--- src/hw/rtl/dsa_pkg.sv ---
// Shared types and constants for the duration statistics accumulator.
package dsa_pkg;

  // Default parameter values
  localparam int unsigned SEC_BITS_DEF   = 32;
  localparam int unsigned COUNT_BITS_DEF = 32;
  localparam int unsigned QUEUE_DEPTH    = 2;

  // Fixed field widths of the item and result ports
  localparam int unsigned FIELD_SEC_W  = 32;
  localparam int unsigned FIELD_USEC_W = 20;

  // Microsecond constants
  localparam logic [FIELD_USEC_W-1:0] USEC_PER_SEC = 20'd1000000;
  localparam logic [FIELD_USEC_W-1:0] USEC_MAX     = 20'd999999;

  // Mode codes on the input port
  localparam logic MODE_ADD    = 1'b0;
  localparam logic MODE_REPORT = 1'b1;

  typedef enum logic {
    OP_ADD,
    OP_REPORT
  } op_e;

  // One classified item between front and back
  typedef struct packed {
    op_e                     op;
    logic [FIELD_SEC_W-1:0]  sec;
    logic [FIELD_USEC_W-1:0] usec;
  } item_t;

  // One report item
  typedef struct packed {
    logic [FIELD_SEC_W-1:0]  mean_sec;
    logic [FIELD_USEC_W-1:0] mean_usec;
    logic [FIELD_SEC_W-1:0]  least_sec;
    logic [FIELD_USEC_W-1:0] least_usec;
    logic [FIELD_SEC_W-1:0]  most_sec;
    logic [FIELD_USEC_W-1:0] most_usec;
    logic [FIELD_SEC_W-1:0]  sample_count;
  } result_t;

  typedef enum logic [2:0] {
    BK_IDLE,
    BK_DIV_SEC,
    BK_SCALE,
    BK_FOLD,
    BK_DIV_USEC,
    BK_DONE
  } back_state_e;

endpackage

--- src/hw/rtl/dsa_front.sv ---
// Front stage: takes input items, decodes the mode and cleans the sample fields.
module dsa_front import dsa_pkg::*; #(
  parameter int unsigned SEC_BITS = SEC_BITS_DEF
) (
  input  logic                    clk_i,
  input  logic                    rst_ni,
  input  logic                    in_valid_i,
  output logic                    in_ready_o,
  input  logic                    mode_i,
  input  logic [FIELD_SEC_W-1:0]  sample_sec_i,
  input  logic [FIELD_USEC_W-1:0] sample_usec_i,
  output logic                    item_valid_o,
  input  logic                    item_ready_i,
  output item_t                   item_o
);

  // Seconds bits at and above SEC_BITS are dropped
  localparam logic [FIELD_SEC_W-1:0] SecMask = (SEC_BITS >= FIELD_SEC_W) ? '1 :
      FIELD_SEC_W'((64'(1) << SEC_BITS) - 64'(1));

  logic  valid_q, valid_d;
  item_t item_q, item_d;
  logic  load;

  assign in_ready_o = !valid_q || item_ready_i;
  assign load       = in_valid_i && in_ready_o;

  // Decode and clamp
  always_comb begin
    item_d = item_q;
    if (load) begin
      unique case (mode_i)
        MODE_ADD:    item_d.op = OP_ADD;
        MODE_REPORT: item_d.op = OP_REPORT;
      endcase
      item_d.sec  = sample_sec_i & SecMask;
      item_d.usec = (sample_usec_i >= USEC_PER_SEC) ? USEC_MAX : sample_usec_i;
    end
  end

  assign valid_d = load ? 1'b1 : (valid_q && !item_ready_i);

  always_ff @(posedge clk_i or negedge rst_ni) begin
    if (!rst_ni) begin
      valid_q <= 1'b0;
    end else begin
      valid_q <= valid_d;
    end
  end

  always_ff @(posedge clk_i) begin
    item_q <= item_d;
  end

  assign item_valid_o = valid_q;
  assign item_o       = item_q;

endmodule

--- src/hw/rtl/dsa_fifo.sv ---
// Short item queue between the front and back stages.
module dsa_fifo import dsa_pkg::*; #(
  parameter int unsigned DEPTH = QUEUE_DEPTH
) (
  input  logic  clk_i,
  input  logic  rst_ni,
  input  logic  push_valid_i,
  output logic  push_ready_o,
  input  item_t push_item_i,
  output logic  pop_valid_o,
  input  logic  pop_ready_i,
  output item_t pop_item_o
);

  localparam int unsigned PtrW = (DEPTH > 1) ? $clog2(DEPTH) : 1;
  localparam int unsigned CntW = $clog2(DEPTH + 1);
  localparam logic [PtrW-1:0] LastPtr = PtrW'(DEPTH - 1);

  item_t           mem_q [DEPTH];
  logic [PtrW-1:0] wr_ptr_q, wr_ptr_d;
  logic [PtrW-1:0] rd_ptr_q, rd_ptr_d;
  logic [CntW-1:0] count_q, count_d;
  logic            push, pop;

  assign push_ready_o = (count_q != CntW'(DEPTH));
  assign pop_valid_o  = (count_q != '0);
  assign push         = push_valid_i && push_ready_o;
  assign pop          = pop_valid_o && pop_ready_i;
  assign pop_item_o   = mem_q[rd_ptr_q];

  // Pointer and fill bookkeeping
  always_comb begin
    wr_ptr_d = wr_ptr_q;
    rd_ptr_d = rd_ptr_q;
    count_d  = count_q;
    if (push) begin
      wr_ptr_d = (wr_ptr_q == LastPtr) ? '0 : wr_ptr_q + PtrW'(1);
    end
    if (pop) begin
      rd_ptr_d = (rd_ptr_q == LastPtr) ? '0 : rd_ptr_q + PtrW'(1);
    end
    if (push && !pop) begin
      count_d = count_q + CntW'(1);
    end else if (pop && !push) begin
      count_d = count_q - CntW'(1);
    end
  end

  always_ff @(posedge clk_i or negedge rst_ni) begin
    if (!rst_ni) begin
      wr_ptr_q <= '0;
      rd_ptr_q <= '0;
      count_q  <= '0;
    end else begin
      wr_ptr_q <= wr_ptr_d;
      rd_ptr_q <= rd_ptr_d;
      count_q  <= count_d;
    end
  end

  // Entry storage
  always_ff @(posedge clk_i) begin
    if (push) begin
      mem_q[wr_ptr_q] <= push_item_i;
    end
  end

endmodule

--- src/hw/rtl/dsa_div.sv ---
// Restoring divider, one quotient bit per cycle.
module dsa_div #(
  parameter int unsigned DIV_W = 52,
  parameter int unsigned DVS_W = 32
) (
  input  logic             clk_i,
  input  logic             rst_ni,
  input  logic             start_i,
  input  logic [DIV_W-1:0] dividend_i,
  input  logic [DVS_W-1:0] divisor_i,
  output logic             busy_o,
  output logic             done_o,
  output logic [DIV_W-1:0] quotient_o,
  output logic [DVS_W-1:0] remainder_o
);

  localparam int unsigned CntW = (DIV_W > 1) ? $clog2(DIV_W) : 1;

  logic             busy_q, busy_d;
  logic             done_q, done_d;
  logic [CntW-1:0]  cnt_q, cnt_d;
  logic [DIV_W-1:0] quo_q, quo_d;
  logic [DVS_W-1:0] rem_q, rem_d;
  logic [DVS_W:0]   trial;
  logic             fits;

  // Shift in the next dividend bit and try the subtraction
  assign trial = {rem_q, quo_q[DIV_W-1]};
  assign fits  = (trial >= {1'b0, divisor_i});

  always_comb begin
    busy_d = busy_q;
    done_d = 1'b0;
    cnt_d  = cnt_q;
    quo_d  = quo_q;
    rem_d  = rem_q;
    if (start_i) begin
      busy_d = 1'b1;
      cnt_d  = CntW'(DIV_W - 1);
      quo_d  = dividend_i;
      rem_d  = '0;
    end else if (busy_q) begin
      quo_d = {quo_q[DIV_W-2:0], fits};
      rem_d = fits ? DVS_W'(trial - {1'b0, divisor_i}) : trial[DVS_W-1:0];
      if (cnt_q == '0) begin
        busy_d = 1'b0;
        done_d = 1'b1;
      end else begin
        cnt_d = cnt_q - CntW'(1);
      end
    end
  end

  always_ff @(posedge clk_i or negedge rst_ni) begin
    if (!rst_ni) begin
      busy_q <= 1'b0;
      done_q <= 1'b0;
      cnt_q  <= '0;
    end else begin
      busy_q <= busy_d;
      done_q <= done_d;
      cnt_q  <= cnt_d;
    end
  end

  always_ff @(posedge clk_i) begin
    quo_q <= quo_d;
    rem_q <= rem_d;
  end

  assign busy_o      = busy_q;
  assign done_o      = done_q;
  assign quotient_o  = quo_q;
  assign remainder_o = rem_q;

endmodule

--- src/hw/rtl/dsa_back.sv ---
// Back stage: statistics state, sample update and the report sequencer.
module dsa_back import dsa_pkg::*; #(
  parameter int unsigned SEC_BITS   = SEC_BITS_DEF,
  parameter int unsigned COUNT_BITS = COUNT_BITS_DEF
) (
  input  logic    clk_i,
  input  logic    rst_ni,
  input  logic    item_valid_i,
  output logic    item_ready_o,
  input  item_t   item_i,
  output logic    res_valid_o,
  input  logic    res_ready_i,
  output result_t res_o
);

  localparam int unsigned SmpW = (SEC_BITS < FIELD_SEC_W) ? SEC_BITS : FIELD_SEC_W;
  localparam int unsigned SumW = SEC_BITS + 16;
  localparam int unsigned MulW = COUNT_BITS + FIELD_USEC_W;
  localparam int unsigned DivW = (SumW > MulW) ? SumW : MulW;
  localparam int unsigned UW   = FIELD_USEC_W;
  localparam logic [SumW:0] SecMax = {{(SumW + 1 - SEC_BITS){1'b0}}, {SEC_BITS{1'b1}}};

  back_state_e state_q, state_d;

  logic [SmpW-1:0]       min_sec_q, min_sec_d;
  logic [UW-1:0]         min_usec_q, min_usec_d;
  logic [SmpW-1:0]       max_sec_q, max_sec_d;
  logic [UW-1:0]         max_usec_q, max_usec_d;
  logic [SumW-1:0]       sum_sec_q, sum_sec_d;
  logic [UW-1:0]         sum_usec_q, sum_usec_d;
  logic [COUNT_BITS-1:0] count_q, count_d;

  logic [SumW-1:0]       qsec_q, qsec_d;
  logic [COUNT_BITS-1:0] rem_q, rem_d;
  logic [MulW-1:0]       scale_q, scale_d;
  logic [4:0]            step_q, step_d;
  logic [SEC_BITS-1:0]   mean_sec_q, mean_sec_d;
  logic [UW-1:0]         mean_usec_q, mean_usec_d;
  logic                  out_valid_q, out_valid_d;
  result_t               res_q, res_d;

  logic                  div_start, div_busy, div_done;
  logic [DivW-1:0]       div_dividend, div_quo;
  logic [COUNT_BITS-1:0] div_rem;

  // Sample update datapath
  logic [SmpW-1:0]       smp_sec;
  logic [UW:0]           usec_sum;
  logic                  usec_carry;
  logic [UW-1:0]         usec_next;
  logic [SumW:0]         sec_sum;
  logic [SumW-1:0]       sec_next;
  logic [COUNT_BITS-1:0] count_next;
  logic                  above_max, below_min;

  assign smp_sec    = item_i.sec[SmpW-1:0];
  assign usec_sum   = (UW+1)'(sum_usec_q) + (UW+1)'(item_i.usec);
  assign usec_carry = (usec_sum >= (UW+1)'(USEC_PER_SEC));
  assign usec_next  = usec_carry ? UW'(usec_sum - (UW+1)'(USEC_PER_SEC)) : usec_sum[UW-1:0];
  assign sec_sum    = (SumW+1)'(sum_sec_q) + (SumW+1)'(smp_sec) + (SumW+1)'(usec_carry);
  assign sec_next   = sec_sum[SumW] ? '1 : sec_sum[SumW-1:0];
  assign count_next = (&count_q) ? count_q : count_q + COUNT_BITS'(1);
  assign above_max  = ({max_sec_q, max_usec_q} < {smp_sec, item_i.usec});
  assign below_min  = ({smp_sec, item_i.usec} < {min_sec_q, min_usec_q});

  // Mean fold and saturation after the second division
  logic [UW:0]   frac;
  logic          frac_carry;
  logic [SumW:0] mean_wide;
  logic [UW-1:0] frac_norm;

  assign frac       = div_quo[UW:0];
  assign frac_carry = (frac >= (UW+1)'(USEC_PER_SEC));
  assign mean_wide  = (SumW+1)'(qsec_q) + (SumW+1)'(frac_carry);
  assign frac_norm  = frac_carry ? UW'(frac - (UW+1)'(USEC_PER_SEC)) : frac[UW-1:0];

  dsa_div #(
    .DIV_W (DivW),
    .DVS_W (COUNT_BITS)
  ) u_div (
    .clk_i       (clk_i),
    .rst_ni      (rst_ni),
    .start_i     (div_start),
    .dividend_i  (div_dividend),
    .divisor_i   (count_q),
    .busy_o      (div_busy),
    .done_o      (div_done),
    .quotient_o  (div_quo),
    .remainder_o (div_rem)
  );

  // Next state and sequencer outputs
  always_comb begin
    state_d      = state_q;
    min_sec_d    = min_sec_q;
    min_usec_d   = min_usec_q;
    max_sec_d    = max_sec_q;
    max_usec_d   = max_usec_q;
    sum_sec_d    = sum_sec_q;
    sum_usec_d   = sum_usec_q;
    count_d      = count_q;
    qsec_d       = qsec_q;
    rem_d        = rem_q;
    scale_d      = scale_q;
    step_d       = step_q;
    mean_sec_d   = mean_sec_q;
    mean_usec_d  = mean_usec_q;
    res_d        = res_q;
    out_valid_d  = out_valid_q && !res_ready_i;
    item_ready_o = 1'b0;
    div_start    = 1'b0;
    div_dividend = '0;

    unique case (state_q)
      BK_IDLE: begin
        if (item_valid_i) begin
          item_ready_o = 1'b1;
          unique case (item_i.op)
            OP_ADD: begin
              // first sample sets both extremes
              if (count_q == '0 || above_max) begin
                max_sec_d  = smp_sec;
                max_usec_d = item_i.usec;
              end
              if (count_q == '0 || below_min) begin
                min_sec_d  = smp_sec;
                min_usec_d = item_i.usec;
              end
              sum_usec_d = usec_next;
              sum_sec_d  = sec_next;
              count_d    = count_next;
            end
            OP_REPORT: begin
              if (count_q == '0) begin
                mean_sec_d  = '0;
                mean_usec_d = '0;
                state_d     = BK_DONE;
              end else begin
                div_start    = 1'b1;
                div_dividend = DivW'(sum_sec_q);
                state_d      = BK_DIV_SEC;
              end
            end
          endcase
        end
      end
      BK_DIV_SEC: begin
        if (div_done) begin
          qsec_d  = div_quo[SumW-1:0];
          rem_d   = div_rem;
          scale_d = '0;
          step_d  = 5'd19;
          state_d = BK_SCALE;
        end
      end
      BK_SCALE: begin
        // remainder times one million, one constant bit per cycle
        scale_d = {scale_q[MulW-2:0], 1'b0} + (USEC_PER_SEC[step_q] ? MulW'(rem_q) : '0);
        if (step_q == '0) begin
          state_d = BK_FOLD;
        end else begin
          step_d = step_q - 5'd1;
        end
      end
      BK_FOLD: begin
        div_start    = 1'b1;
        div_dividend = DivW'(scale_q + MulW'(sum_usec_q));
        state_d      = BK_DIV_USEC;
      end
      BK_DIV_USEC: begin
        if (div_done) begin
          if (mean_wide > SecMax) begin
            mean_sec_d  = '1;
            mean_usec_d = USEC_MAX;
          end else begin
            mean_sec_d  = mean_wide[SEC_BITS-1:0];
            mean_usec_d = frac_norm;
          end
          state_d = BK_DONE;
        end
      end
      BK_DONE: begin
        if (!out_valid_q || res_ready_i) begin
          res_d.mean_sec     = FIELD_SEC_W'(mean_sec_q);
          res_d.mean_usec    = mean_usec_q;
          res_d.least_sec    = FIELD_SEC_W'(min_sec_q);
          res_d.least_usec   = min_usec_q;
          res_d.most_sec     = FIELD_SEC_W'(max_sec_q);
          res_d.most_usec    = max_usec_q;
          res_d.sample_count = FIELD_SEC_W'(count_q);
          out_valid_d        = 1'b1;
          state_d            = BK_IDLE;
        end
      end
      default: state_d = BK_IDLE;
    endcase
  end

  always_ff @(posedge clk_i or negedge rst_ni) begin
    if (!rst_ni) begin
      state_q     <= BK_IDLE;
      min_sec_q   <= '0;
      min_usec_q  <= '0;
      max_sec_q   <= '0;
      max_usec_q  <= '0;
      sum_sec_q   <= '0;
      sum_usec_q  <= '0;
      count_q     <= '0;
      out_valid_q <= 1'b0;
    end else begin
      state_q     <= state_d;
      min_sec_q   <= min_sec_d;
      min_usec_q  <= min_usec_d;
      max_sec_q   <= max_sec_d;
      max_usec_q  <= max_usec_d;
      sum_sec_q   <= sum_sec_d;
      sum_usec_q  <= sum_usec_d;
      count_q     <= count_d;
      out_valid_q <= out_valid_d;
    end
  end

  // Report working registers and result holding register
  always_ff @(posedge clk_i) begin
    qsec_q      <= qsec_d;
    rem_q       <= rem_d;
    scale_q     <= scale_d;
    step_q      <= step_d;
    mean_sec_q  <= mean_sec_d;
    mean_usec_q <= mean_usec_d;
    res_q       <= res_d;
  end

  assign res_valid_o = out_valid_q;
  assign res_o       = res_q;

`ifndef ASSERT_OFF
  a_sum_usec_range: assert property (@(posedge clk_i) disable iff (!rst_ni)
    sum_usec_q < USEC_PER_SEC)
    else $error("running microsecond total out of range");

  a_count_monotonic: assert property (@(posedge clk_i) disable iff (!rst_ni)
    1'b1 |=> count_q >= $past(count_q))
    else $error("sample count went backwards");

  a_div_owner: assert property (@(posedge clk_i) disable iff (!rst_ni)
    div_busy |-> (state_q == BK_DIV_SEC || state_q == BK_DIV_USEC))
    else $error("divider busy outside a division state");

  a_mean_usec_range: assert property (@(posedge clk_i) disable iff (!rst_ni)
    out_valid_q |-> res_q.mean_usec < USEC_PER_SEC)
    else $error("reported mean microseconds out of range");
`endif

endmodule

--- src/hw/rtl/duration_statistics_accumulator_core.sv ---
// Latency: an item passes a front register and the queue before the back stage sees it.
// Add items: one per cycle while no report is in progress; each updates the state.
// Report items: the back stage runs the one-bit-per-cycle DW-bit divider twice, with a
//   20-step scaling loop between, unless empty; DW = max(SEC_BITS+16, COUNT_BITS+20).
// Reset (rst_ni low, asynchronous): minimum, maximum, total and count clear to zero,
//   queue and result register empty; no clearing pass is needed.
module duration_statistics_accumulator_core import dsa_pkg::*; #(
  parameter int unsigned SEC_BITS   = SEC_BITS_DEF,
  parameter int unsigned COUNT_BITS = COUNT_BITS_DEF
) (
  input  logic                    clk_i,
  input  logic                    rst_ni,
  input  logic                    in_valid_i,
  output logic                    in_ready_o,
  input  logic                    mode_i,
  input  logic [FIELD_SEC_W-1:0]  sample_sec_i,
  input  logic [FIELD_USEC_W-1:0] sample_usec_i,
  output logic                    out_valid_o,
  input  logic                    out_ready_i,
  output logic [FIELD_SEC_W-1:0]  mean_sec_o,
  output logic [FIELD_USEC_W-1:0] mean_usec_o,
  output logic [FIELD_SEC_W-1:0]  least_sec_o,
  output logic [FIELD_USEC_W-1:0] least_usec_o,
  output logic [FIELD_SEC_W-1:0]  most_sec_o,
  output logic [FIELD_USEC_W-1:0] most_usec_o,
  output logic [FIELD_SEC_W-1:0]  sample_count_o
);

  logic    fr_valid, fr_ready;
  item_t   fr_item;
  logic    q_valid, q_ready;
  item_t   q_item;
  result_t res;

  // Front: decode and clean
  dsa_front #(
    .SEC_BITS (SEC_BITS)
  ) u_front (
    .clk_i         (clk_i),
    .rst_ni        (rst_ni),
    .in_valid_i    (in_valid_i),
    .in_ready_o    (in_ready_o),
    .mode_i        (mode_i),
    .sample_sec_i  (sample_sec_i),
    .sample_usec_i (sample_usec_i),
    .item_valid_o  (fr_valid),
    .item_ready_i  (fr_ready),
    .item_o        (fr_item)
  );

  // Decoupling queue
  dsa_fifo #(
    .DEPTH (QUEUE_DEPTH)
  ) u_fifo (
    .clk_i        (clk_i),
    .rst_ni       (rst_ni),
    .push_valid_i (fr_valid),
    .push_ready_o (fr_ready),
    .push_item_i  (fr_item),
    .pop_valid_o  (q_valid),
    .pop_ready_i  (q_ready),
    .pop_item_o   (q_item)
  );

  // Back: statistics and reports
  dsa_back #(
    .SEC_BITS   (SEC_BITS),
    .COUNT_BITS (COUNT_BITS)
  ) u_back (
    .clk_i        (clk_i),
    .rst_ni       (rst_ni),
    .item_valid_i (q_valid),
    .item_ready_o (q_ready),
    .item_i       (q_item),
    .res_valid_o  (out_valid_o),
    .res_ready_i  (out_ready_i),
    .res_o        (res)
  );

  assign mean_sec_o     = res.mean_sec;
  assign mean_usec_o    = res.mean_usec;
  assign least_sec_o    = res.least_sec;
  assign least_usec_o   = res.least_usec;
  assign most_sec_o     = res.most_sec;
  assign most_usec_o    = res.most_usec;
  assign sample_count_o = res.sample_count;

endmodule

--- config.mk ---
export PLATFORM = sky130hd
export DESIGN_NAME = duration_statistics_accumulator_core
export DESIGN_NICKNAME = d
export VERILOG_FILES = /design/src/hw/rtl/dsa_pkg.sv /design/src/hw/rtl/dsa_front.sv /design/src/hw/rtl/dsa_fifo.sv /design/src/hw/rtl/dsa_div.sv /design/src/hw/rtl/dsa_back.sv /design/src/hw/rtl/duration_statistics_accumulator_core.sv
export SDC_FILE = /design/constraint.sdc
export NUM_CORES = 2
export LEC_CHECK = 0
export BUFFER_PORTS_ARGS = -buffer_cell sky130_fd_sc_hd__clkbuf_2
export CAP_MARGIN = 20
export CORE_AREA = 2 2 215 376
export CTS_BUF_LIST = sky130_fd_sc_hd__clkbuf_8 sky130_fd_sc_hd__clkbuf_16
export DETAILED_ROUTE_END_ITERATION = 12
export DIE_AREA = 0 0 217 378
export GPL_TIMING_DRIVEN = 0
export PLACE_DENSITY_LB_ADDON = 0.3
export SLEW_MARGIN = 5
export SYNTH_ARGS = -nofsm -noshare
export SYNTH_HDL_FRONTEND = slang
export SYNTH_HIERARCHICAL = 1
export SYNTH_SLANG_ARGS = --single-unit
export TNS_END_PERCENT = 50
--- constraint.sdc ---
create_clock -name clk_i -period 9.3 [get_ports clk_i]
set_input_delay 0 -clock clk_i [delete_from_list [all_inputs] [get_ports clk_i]]
set_output_delay 0 -clock clk_i [all_outputs]
set_load 0.01 [all_outputs]
==> impl_summary.txt <==
----------------------------------------------------
[Run status]
  Status ... finished, final reports clean

[Worst setup path]
  Most Frequent Cell on Critical Path ... sky130_fd_sc_hd__fa_1
  Crit path max fanout ... 10
  Required time of the critical path ... 9890 ps
  Crit-path max cell delay ... 470 ps
  Reg2reg end ... u_back/sum_sec_q[39]
  CP Data Arrival Time ... roughly 8700 ps
  Cells on worst reg2reg path ... 30
  Endpoint kind of the worst setup timing path ... flop
  Slack of the worst reg-to-reg path ... 1160 ps
  Launching element type of the critical path ... flop
  R2r startpoint ... u_fifo/rd_ptr_q
  Type of the worst setup path ... flop to flop
  Cell with the largest stage delay on the worst path ... sky130_fd_sc_hd__a211oi_2

[Floorplanning]
  Total Die Area ... 82030 sq um
  Core footprint ... between 70000 and 80000 sq um
  Die span in x ... 217 um
  Initial cell density of the core ... 0.5459
  Vertical extent of the die ... approximately 380 um
  Total number of placement rows ... 137
  Number of I/O pins ... 247

[Synth]
  Mean Syn Cell Area ... 12.01 sq um
  Portion of synthesized cell area occupied by the leading cell type ... 0.4085
  Combined area of all synthesized cells ... 43230 sq um
  Sequential fraction of the synthesis area ... 0.5517
  Cell types with the largest area share after synthesis ... sky130_fd_sc_hd__edfxtp_1 41%, sky130_fd_sc_hd__dfrtp_1 13%, sky130_fd_sc_hd__ha_1 7.2%
  EDFF count, synth ... 588
  Number of distinct library cells after synthesis ... roughly 100
  Cells after Synth ... 3599
  Post-synthesis sequential element count ... 842
  Proportion of register bits with asynchronous set or reset after synthesis ... 0.2625
  Most used flip-flop cell after synthesis ... sky130_fd_sc_hd__edfxtp_1
  Total of warnings raised by yosys ... 6
  Area leader, netlist ... sky130_fd_sc_hd__edfxtp_1
  Synthesized net count ... between 3000 and 4000

[Finish]
  Commonest non-fill, non-tap cell in the layout ... sky130_fd_sc_hd__edfxtp_1
  Ant diodes ... 0
  Final design utilization ... 0.6272
  Share of layout cells above drive strength 1 ... 0.1594
  Area used by sequential logic in the layout ... 23850 sq um
  Multi-input gate area ... between 15000 and 20000 sq um
  Total of fill cells in the finished design ... ~6200
  Most used cells in the layout excluding fill and tap cells ... 588 x sky130_fd_sc_hd__edfxtp_1, 252 x sky130_fd_sc_hd__nand2_1, 249 x sky130_fd_sc_hd__ha_1, 246 x sky130_fd_sc_hd__clkbuf_2, 221 x sky130_fd_sc_hd__dfrtp_1
  Finished layout cell area ... 49670 sq um
  Area added between synthesis and finish ... 14.90%
  Number of nets in the final layout ... 4332

[Power and ir drop]
  Maximum VDD drop ... 181.1 uV
  Power per cell area ... 329.1 nW/um^2
  Static leakage power ... roughly 20 nW
  Total power ... 16.35 mW

[Detailed routing]
  Final routed wire length divided by cell count ... 21.05 um
  First-pass iteration count of the detailed router ... 6
  DRC violation total after the first TritonRoute iteration ... ~1800
  Final routed DRC violation total ... 0
  Ratio of routed vias to standard cells ... 5.891
  Vias ... 30200
  Antenna Violating Nets Remaining ... 0
  WL final ... 107900 um

[Min path]
  Min-delay src ... sample_sec_i[24]
  Hold Path Cell Cnt ... 2
  Min-delay worst type ... primary input to flop
  Worst Hold End ... u_front/item_o[44]

[Clocking]
  Worst-skew pair later-pin latency ... 680 ps
  Number of buffers on the longest clock path ... 3
  Clock Sink Count ... 842
  Number of buffers added by the clock tree synthesis step ... 79
  Setup repair bufs after CTS ... 0
  Number of H-tree levels ... 3
  Resize count post-CTS ... 0
  CTS tree ... yes
  Clock-pin transition on the worst setup and hold timing paths ... roughly 60 ps
  Root Buffer ... sky130_fd_sc_hd__clkbuf_16

[STA]
  Min Tclk post-route ... 8138 ps
  Max-Slew Margin vs Limit ... 0.2440
  Setup-violating endpoint count in the final report ... 0
  Unrepaired setup endpoints after global routing ... false
  Final worst-path cycle share ... 0.8751
  Fin Clk Skew ... just over 30 ps
  Actual slew at the worst max-slew pin ... roughly 1100 ps
  Max-slew violation count ... 0
  Highest clock frequency the design can meet ... 122.9 MHz
  Final critical-path setup slack ... 1162 ps
  Hold violation total from the final report ... 0

[Place]
  Gp weighted congestion ... about 0.95
  Post-place setup slack ... ~1400 ps
  Post-placement cell area ... 46150 sq um
  Number of buffer cells added on primary ports ... 246
  DPL Wire Length ... 81550 um

[GRT]
  Pin count of the biggest net entering global routing ... 78
  First-pass GRT wire length ... 166800 um
  GR Overflow Total ... 0
  Via count of the first global-routing pass ... 30490
  All-layer global routing usage ... 0.2643
  Antenna violations before repair ... 0

[Job]
  Max-cap violation count ... 0

----------------------------------------------------
-- report_power, final --
group | internal [mW] | switching (mW) | leakage (nW)
combinational | 3.06 | 4.04 | 10.1
sequential | 5.10 | 0.768 | 8.58
clock | 1.90 | 1.47 | 1.37
-- Yosys cell counts, types with 18 or more instances --
master and instances:
sky130_fd_sc_hd__dfxtp_1 33, sky130_fd_sc_hd__nand4_1 53, sky130_fd_sc_hd__nor2_1 185, sky130_fd_sc_hd__nor2b_1 39, sky130_fd_sc_hd__xnor2_1 150, sky130_fd_sc_hd__o21ai_1 23
sky130_fd_sc_hd__nand3_1 68, sky130_fd_sc_hd__o22a_1 29, sky130_fd_sc_hd__and3_1 46, sky130_fd_sc_hd__dfrtp_1 221, sky130_fd_sc_hd__clkbuf_1 80, sky130_fd_sc_hd__inv_1 204
sky130_fd_sc_hd__xor2_1 83, sky130_fd_sc_hd__a21o_1 94, sky130_fd_sc_hd__nor3_1 49, sky130_fd_sc_hd__ha_1 249, sky130_fd_sc_hd__a21oi_1 171, sky130_fd_sc_hd__a211oi_1 39
sky130_fd_sc_hd__edfxtp_1 588, sky130_fd_sc_hd__a31oi_1 81, sky130_fd_sc_hd__o21ai_0 166, sky130_fd_sc_hd__or3_1 19, sky130_fd_sc_hd__o211ai_1 18, sky130_fd_sc_hd__mux2_2 121
sky130_fd_sc_hd__nand2_1 253, sky130_fd_sc_hd__and4_1 24, sky130_fd_sc_hd__and2_1 49, sky130_fd_sc_hd__mux2_4 49, sky130_fd_sc_hd__mux2i_1 83, sky130_fd_sc_hd__nand2b_1 48
-- metal layers --
metal / share of wire / global-route usage / vias to the layer above
met4: 0.060 / 0.1578 / 0
met5: 0 / 0 / -
met1: 0.37 / 0.2883 / 14720
li1: - / - / 14200
met2: 0.53 / 0.4896 / 975
met3: 0.042 / 0.02980 / 311
-- state kept, by name (all words and copies together), names as in the netlist, 2 cells and up, named ones only --
name / count
u_back/res_o: 188
u_fifo/mem_q: 106
u_front/item_o: 53
u_back/scale_q: 52
u_back/u_div/quotient_o: 52
u_back/qsec_q: 48
u_back/sum_sec_q: 48
u_back/count_q: 32
u_back/max_sec_q: 32
u_back/mean_sec_q: 32
u_back/min_sec_q: 32
u_back/rem_q: 32
u_back/u_div/remainder_o: 32
u_back/max_usec_q: 20
u_back/mean_usec_q: 20
u_back/min_usec_q: 20
u_back/sum_usec_q: 20
u_back/u_div/cnt_q: 6
u_back/step_q: 5
u_back/state_q: 3
u_fifo/count_q: 2
-- cell type report --
cell class,count,share of cell area
tap,1042,0.02625
multi-input combinational,2434,0.3627
timing repair buffer,340,0.04751
clock inverter,64,0.01418
buffer,119,0.01262
clock buffer,82,0.04109
sequential,842,0.4801
inverter,204,0.01547
-- through the flow --
stage,setup TNS (ps),hold WS [ps],std cells
detailed placement,0,79.96,4906
CTS,0,1.767,5126
floorplan,0,-295.6,3599
finish,0,43.59,5127
global route,0,43.34,5127
global placement,-767720,179.6,4887
-- logic make-up (layout without fill, tap and decap cells) --
family,Yosys count,in the layout,share of synthesized area
and+or+nand+nor,918,918,0.1089
adders and majority gates,255,255,0.07485
xor gates and xnor gates,234,234,0.04758
DFF,842,842,0.5517
AOI/OAI and AO/OA,774,774,0.1170
buffers and inverters,323,809,0.03221
muxes,253,253,0.06776
-- worst max-delay path: cells and delay by family, from the launching register on --
kind | cells | cell delay [ps]
AO/OA/AOI/OAI | 10 | 2930
AND/OR/NAND/NOR | 9 | 1720
adder cells (fa/ha/maj) | 5 | 1680
buffers and inverters | 4 | 900
flip-flops | 1 | 340
XOR/XNOR | 1 | 250
multiplexers | 1 | 230
-- repair_timing --
action | in CTS | in global routing
hold endpoints to repair | 221 | 0
endpoints found under the setup margin | 0 | 0
hold buffers | 74 | 0
-- worst max-delay path by stage --
stage,startpoint,to,slack [ps]
finish,u_fifo/rd_ptr_q,u_back/sum_sec_q[39],1160
CTS,u_fifo/rd_ptr_q,u_back/sum_sec_q[39],1330
detailed placement,u_fifo/rd_ptr_q,u_back/sum_sec_q[39],1370
floorplan,u_back/state_q[2],u_back/res_o[0],30
global placement,u_back/state_q[2],u_back/res_o[64],-4110
global route,u_fifo/rd_ptr_q,u_back/sum_sec_q[39],880
(Power assumes the default switching activity.)
